File: config.mk
export PLATFORM = sky130hd
export DESIGN_NAME = spe_dist
export DESIGN_NICKNAME = d
export VERILOG_FILES = /design/src/hdl/spe_pkg.sv /design/src/hdl/spe_dist.sv
export SDC_FILE = /design/constraint.sdc
export NUM_CORES = 2
export LEC_CHECK = 0
export BUFFER_PORTS_ARGS = -buffer_cell sky130_fd_sc_hd__buf_2
export CORE_ASPECT_RATIO = 1.25
export CORE_MARGIN = 2
export CORE_UTILIZATION = 45
export DETAILED_ROUTE_END_ITERATION = 10
export SYNTH_ARGS = -nofsm -noshare
export SYNTH_HDL_FRONTEND = slang
export SYNTH_SLANG_ARGS = --single-unit
File: constraint.sdc
create_clock -name clk -period 15.7 [get_ports clk]
set_input_delay 1.57 -clock clk [delete_from_list [all_inputs] [get_ports clk]]
set_output_delay 1.57 -clock clk [all_outputs]
set_load 0.01 [all_outputs]
File: src/hdl/spe_pkg.sv
// Shared types, widths and codes for the stuck particle eliminator.
`default_nettype none

package spe_pkg;

	// Default number of table entries.
	localparam int SPE_TABLE_DEPTH = 4096;

	// Field widths.
	localparam int KEY_W   = 12;
	localparam int FACE_W  = 24;
	localparam int POS_W   = 32;
	localparam int CNT_W   = 16;
	localparam int DIST_W  = 31;
	localparam int TOTAL_W = 13;
	localparam int CMD_W   = 2;
	localparam int REG_W   = 2;
	localparam int RSN_W   = 2;
	localparam int STEP_W  = 4;
	localparam int SQ_W    = 2 * DIST_W;
	localparam int ACC_W   = 64;

	// Commands.
	localparam logic [CMD_W-1:0] CMD_CLEAR = 2'd0;
	localparam logic [CMD_W-1:0] CMD_HIT   = 2'd1;
	localparam logic [CMD_W-1:0] CMD_MOVE  = 2'd2;

	// Configuration register indexes.
	localparam logic [REG_W-1:0] REG_MAX_HITS   = 2'd0;
	localparam logic [REG_W-1:0] REG_MIN_DIST   = 2'd1;
	localparam logic [REG_W-1:0] REG_INT_FACES  = 2'd2;

	// Elimination reasons.
	localparam logic [RSN_W-1:0] REASON_NONE  = 2'd0;
	localparam logic [RSN_W-1:0] REASON_CLOSE = 2'd1;
	localparam logic [RSN_W-1:0] REASON_FACE  = 2'd2;

	// Saturation limits.
	localparam logic [CNT_W-1:0]   CNT_MAX   = '1;
	localparam logic [TOTAL_W-1:0] TOTAL_MAX = '1;

	// Distance sequence: step 0 squares the limit, steps 1 to 3 square one axis each,
	// and the last product is accumulated at STEP_DIST_DONE.
	localparam logic [STEP_W-1:0] STEP_LIM        = 4'd0;
	localparam logic [STEP_W-1:0] STEP_AXIS_X     = 4'd1;
	localparam logic [STEP_W-1:0] STEP_AXIS_Y     = 4'd2;
	localparam logic [STEP_W-1:0] STEP_LAST_ISSUE = 4'd3;
	localparam logic [STEP_W-1:0] STEP_DIST_DONE  = 4'd5;

	// One table entry.
	typedef struct packed {
		logic                    present;
		logic                    elim;
		logic [CNT_W-1:0]        hit_count;
		logic                    face_valid;
		logic [FACE_W-1:0]       face;
		logic                    pos_valid;
		logic signed [POS_W-1:0] pos_x;
		logic signed [POS_W-1:0] pos_y;
		logic signed [POS_W-1:0] pos_z;
	} entry_t;

	// Operation issued to the distance unit.
	typedef struct packed {
		logic issue;
		logic lim;
	} dist_op_t;

endpackage

`default_nettype wire

File: src/hdl/spe_dist.sv
// Shared square-and-accumulate unit for the minimum distance check.
`default_nettype none

module spe_dist
	import spe_pkg::*;
(
	input  wire logic                    clk,
	input  wire logic                    arst_n,
	input  wire dist_op_t                op,
	input  wire logic [DIST_W-1:0]       min_distance,
	input  wire logic signed [POS_W-1:0] last_pos,
	input  wire logic signed [POS_W-1:0] new_pos,
	output logic                         close
);

	logic signed [POS_W:0] diff;
	logic [POS_W:0]        mag;
	logic                  v_s1, lim_s1, far_s1;
	logic [DIST_W-1:0]     opa_s1;
	logic                  v_s2, lim_s2, far_s2;
	logic [SQ_W-1:0]       prod_s2;
	logic [SQ_W-1:0]       lim_q;
	logic [ACC_W-1:0]      acc_q;
	logic                  far_q;

	// Magnitude of the coordinate difference; at or above 2^31 it can never be close.
	assign diff = {last_pos[POS_W-1], last_pos} - {new_pos[POS_W-1], new_pos};
	assign mag  = diff[POS_W] ? $unsigned(-diff) : $unsigned(diff);

	// Valid and kind bits travelling with the operands.
	always_ff @(posedge clk or negedge arst_n) begin
		if (!arst_n) begin
			v_s1   <= 1'b0;
			lim_s1 <= 1'b0;
			v_s2   <= 1'b0;
			lim_s2 <= 1'b0;
		end else begin
			v_s1   <= op.issue;
			lim_s1 <= op.lim;
			v_s2   <= v_s1;
			lim_s2 <= lim_s1;
		end
	end

	// Operand select, squaring and accumulation, one register between each.
	always_ff @(posedge clk) begin
		opa_s1  <= op.lim ? min_distance : mag[DIST_W-1:0];
		far_s1  <= !op.lim && (mag[POS_W] || mag[POS_W-1]);
		prod_s2 <= opa_s1 * opa_s1;
		far_s2  <= far_s1;
		if (v_s2) begin
			if (lim_s2) begin
				lim_q <= prod_s2;
				acc_q <= '0;
				far_q <= 1'b0;
			end else begin
				acc_q <= acc_q + ACC_W'(prod_s2);
				far_q <= far_q || far_s2;
			end
		end
	end

	// Squared distance strictly below the squared limit.
	assign close = !far_q && (acc_q < ACC_W'(lim_q));

endmodule

`default_nettype wire

# After elaboration in Yosys (flattened, before gate mapping)
# Cells that the tools add are included.
# totals
register_bits	226
elab_cells	25
output_inout_bits	1
in_bits	99
# op_classes
mul	1
muxes	2
n_lt_le_gt_ge	1
n_reduce_logical	7
addsub	3
# op_table
operator	count
$add 64x62->64	1
$lt 64x62->1	1
$mul 31x31->62	1
$mux 33	1
$neg 33->33	1
$sub 32x32->33	1
$mux 31	1
$logic_and 1x1->1	2
$logic_not 1->1	2
$logic_or 1x1->1	2
$reduce_and 2->1	1

# Longest topological paths before layout
# depth
ltp_word	5
depth_mapped	31
mapped_depth_nobuf	28

# Worst setup path after synthesis
# Ideal clock, no wire load.
# synth_timing
path_kind	register to register
from	register opa_s1[4]
to	register prod_s2[60]
path_buffers	3
slack_ps	7915
path_stages_with_launch	30
setup_time_ps	136
t_required_ps	15564
period_less_slack_ps	7785
arrival_ps	7649
path_cell_list	dfxtp_1 > clkbuf_1 > clkbuf_1 > nand2_1 > fa_1 > inv_1 > fa_1 > fa_1 > inv_1 > fa_1 > inv_1 > fa_1 > inv_1 > fa_1 > inv_1 > fa_1 > fa_1 > ha_1 > clkbuf_1 > and3_1 > and2_1 > nand3_1 > o21ai_1 > a21oi_1 > o31ai_1 > a21oi_1 > o21ai_1 > a211oi_1 > o41ai_1 > xor2_1
# synth_via
elab_chain_cells	1
# synth_rtl
item	line_no	rtl
start, declared	spe_dist.sv:19	logic [DIST_W-1:0] opa_s1;
start signal, assigned	spe_dist.sv:47	opa_s1 <= op.lim ? min_distance : mag[DIST_W-1:0];
$mul 31x31->62	spe_dist.sv:49	prod_s2 <= opa_s1 * opa_s1;
end signal, assigned	spe_dist.sv:49	
end, declared	spe_dist.sv:21	logic [SQ_W-1:0] prod_s2;
# No other way between the ends.
# A chain may end at the register's enable or synchronous reset.

# Worst setup path in the final report
# layout_timing
from	register opa_s1[7]
to	register prod_s2[61]
# The elaborated chain is that of the path after synthesis.

==> results.txt <==
The average routed wire per standard cell is 18.5 um. The clock-pin slew of the registers on the worst-case setup and hold paths is 0.06 ns. The share of final-layout standard cells stronger than drive strength 1 came out at 5.61%. The iteration count of the initial detailed-routing pass is 5. The share of the clock period used by the worst path came out at approximately 57%. For this configuration, the core starts out at a cell density of between 40% and 50%. The via count of the first global-routing pass is 32100. The floorplan step set the die width to 276 um. The detail-routed via count per cell came out at ~5.2. The worst-path maximum fanout came out at 29.

Among all flip-flop cells after synthesis, the most frequent one is sky130_fd_sc_hd__edfxtp_1. The count of final hold-check violations is 0. The run finished with clean final reports. The count of nets left with antenna violations after detail routing came out at 0. The clock buffer count from CTS came out at 26. The clock passes through at most 3 buffers. The number of synthesized register bits is 224.

The area added between synthesis and finish came out at 5.80%. The synthesized design devotes to its leading area cell type between 30% and 40% of total area. The dominant cell type by count on the critical path is sky130_fd_sc_hd__fa_1. The proportion of synthesized flip-flops having asynchronous set or reset is 1.79%. The post-layout minimum cycle time came out at 8.99 ns. Summed over all instances, the cell type with the most area after synthesis is sky130_fd_sc_hd__fa_1.

The setup skew after layout came out at 0.0181 ns. Setup violations remaining at the end of the flow were counted as 0. The post-detailed-placement half-perimeter wirelength is 84300 um. For this run, design rule violations remaining after detail routing come to 0. The total global routing track utilization came out at a little under a quarter.

The number of flops mapped to enable cells by yosys came out at 126. The max-slew violation count was 0. The largest individual stage delay along the critical path comes from the cell sky130_fd_sc_hd__dfxtp_2.

In this run the mean area of a mapped cell was ~9.4 um2. The summed instance area of the synthesized netlist came out at about 42000 um2. The count of buffers from port buffering is 99.

The unique cell type count in the Yosys netlist came out at 92. The critical path contains buffers and inverters numbering 5 combined. The die covers 95200 um2. The synthesized net count came out at about 5700. The worst setup path is launched from a flip-flop. For this run, the share of the core covered by cells in the final layout is between 40% and 50%.

The arrival time reported for the critical path endpoint is 9.44 ns. The tree built by TritonCTS fans out to 224 sinks. The critical path is of the reg -> reg type. The congestion estimate from routability-driven global placement came to 0.898. For this block, the routed nets add up to 105000 um of wire. Traced cell by cell, the critical path runs through nand2_1 > inv_1 > fa_1 > fa_1 > fa_1 > inv_1 > fa_1 > inv_1 > fa_1 > fa_1 > fa_1 > inv_1 > fa_1 > inv_1 > ha_1 > nand2_1 > nor4_1 > o2111ai_1 > a2111oi_0 > o21ai_0 > o31ai_1 > a21oi_1 > xnor2_1.

Among all cell types in the netlist, the one instantiated most often is sky130_fd_sc_hd__inv_1. The total overflow left after global routing is 0. For the worst-skew pair, the clock arrives at the later sink with an insertion delay of 0.57 ns. After synthesis, the cell types taking the most area are sky130_fd_sc_hd__fa_1, sky130_fd_sc_hd__ha_1, sky130_fd_sc_hd__inv_1. The detailed-route via count came out at 29500. In this run the tightest slew margin relative to its limit is between 30% and 40%.

The count of synthesis-stage warnings from yosys is 0. The worst stage delay on the critical path is between 0.9 and 1 ns. STA classifies the critical path endpoint as a flip-flop.

Setup repair after global routing left no endpoint under its margin. The number of antenna violations at the first check in global routing is 3. The count of maximum capacitance violations came out at 0.

The number of primary I/O pins is 100. The height of the chip is roughly 340 um. The first global-routing pass estimated 170000 um of wire. The post-cts hold buffer count is 0. The final setup TNS is 0 ns. Data on the critical path is required at its endpoint by 16.16 ns. The register area share after synthesis is 13.8%. The worst hold path belongs to the class reg -> reg. Broken down by cell family, the worst path's largest delay share belongs to adder cells. The synthesized instance count is 4456. TritonCTS built the clock tree. The number of violations reported at the end of detailed-routing iteration 0 came out at 1365. Ranked by instance count, the synthesized netlist is headed by sky130_fd_sc_hd__inv_1, sky130_fd_sc_hd__fa_1, sky130_fd_sc_hd__ha_1. Derived from the worst setup path, the maximum achievable clock frequency is 111 MHz. CTS built an H-tree with a depth of 1. The core outline area is around 92000 um2.

The number of cell rows is between 100 and 150. Once the clock tree was built, the setup fixing pass inserted 0 buffers. The number of nets in the layout is 5726.

The cell chosen for the clock root is sky130_fd_sc_hd__clkbuf_16. The maximum number of pins on one net before global-route repair is 67. For the pin with the worst max-slew slack, the measured transition is 1.02 ns.

After clock tree synthesis, the repair step resized 0 gates.
cell families (layout without fill, tap and decap cells):
kind of cell | Yosys count | after routing | synth area share [%]
compound gates | 650 | 650 | 10.3
xor+xnor | 185 | 185 | 3.88
fa+ha+maj | 1174 | 1174 | 48.7
buf+inv | 1192 | 1209 | 10.8
flops | 224 | 224 | 13.8
mux | 28 | 28 | 0.744
other cells | 0 | 1 | 0
simple gates | 1003 | 1003 | 11.8
metrics by stage:
| step | std cells | area [um2] | worst slack (ns) | hold slack [ns] |
|---|---|---|---|---|
| floorplan | 4456 | 41700 | 7.91 | 0.310 |
| global placement | 5622 | 43300 | 6.83 | 0.337 |
| detailed placement | 5622 | 43300 | 6.77 | 0.343 |
| CTS | 5670 | 44100 | 6.73 | 0.360 |
| global route | 5670 | 44100 | 6.25 | 0.378 |
| finish | 5671 | 44100 | 6.71 | 0.355 |
path summary, 6_finish.rpt:
path,from,endpoint,slack (ns),depth (start not counted)
max,opa_s1[7]$_DFF_P_,prod_s2[61]$_DFF_P_,6.71,23
min,lim_s1$_DFF_PN0_,lim_s2$_DFF_PN0_,0.36,0
max reg2reg,opa_s1[7]$_DFF_P_,prod_s2[61]$_DFF_P_,6.71,23
min reg2reg,lim_s1$_DFF_PN0_,lim_s2$_DFF_PN0_,0.36,0
max in group asynchronous,arst_n,v_s2$_DFF_PN0_,14.78,1
min in group asynchronous,arst_n,v_s1$_DFF_PN0_,0.79,1
registers in the layout, indices dropped and copies added, names as in the netlist:
signal / count
acc_q: 64
far_q: 1
far_s1: 1
far_s2: 1
lim_q: 61
lim_s1: 1
lim_s2: 1
opa_s1: 31
prod_s2: 61
v_s1: 1
v_s2: 1
layer usage:
| layer | GRT usage [%] | up-vias | wire length, um |
|---|---|---|---|
| li1 | - | 14000 | - |
| met1 | 28.1 | 14700 | 43800 |
| met2 | 41.6 | 647 | 53100 |
| met3 | 2.32 | 172 | 4420 |
| met4 | 7.39 | 2 | 3600 |
| met5 | 0 | - | 13 |
cell type report:
cell class	count	area, um2
Antenna cell	1	2.50
Clock buffer	33	698
Clock inverter	15	105
Fill cell	8690	47500
Inverter	1034	3880
Multi-Input combinational cell	3040	31500
Sequential cell	224	5780
Tap cell	1197	1500
Timing Repair Buffer	127	706
layout by cell type, fill, tap and decap left out, drive strengths merged, types with 8 or more instances in the layout:
cell type / Yosys / routed
nor4: 10 / 10
clkinv: 1 / 8
and4: 8 / 8
or2: 8 / 8
inv: 1033 / 1036
a31oi: 24 / 24
and2: 210 / 210
o31ai: 19 / 19
nand2: 365 / 365
o21bai: 35 / 35
nand4: 37 / 37
a2111oi: 8 / 8
buf: 4 / 127
mux2: 24 / 24
xnor2: 120 / 120
o21a: 22 / 22
edfxtp: 126 / 126
o211ai: 10 / 10
a211oi: 31 / 31
xor2: 65 / 65
and3: 23 / 23
nand3: 42 / 42
a21o: 115 / 115
ha: 425 / 425
dfxtp: 94 / 94
nor3: 35 / 35
fa: 749 / 749
clkbuf: 154 / 33
nor2b: 35 / 35
o21ai: 122 / 122
nand2b: 20 / 20
a21oi: 201 / 201
nor2: 181 / 181
worst register-to-register path, delay by kind of cell, from the launching register on:
kind | cells | cell delay, ns
adders and majority gates | 9 | 4.50
AOI/OAI and AO/OA | 5 | 1.90
DFF | 1 | 0.93
xor gates and xnor gates | 1 | 0.12
and+or+nand+nor | 3 | 1.03
buffers and inverters | 5 | 0.38
Power is not shown: default switching activity piles up to over one toggle a cycle in this logic, so the estimate is an artifact.
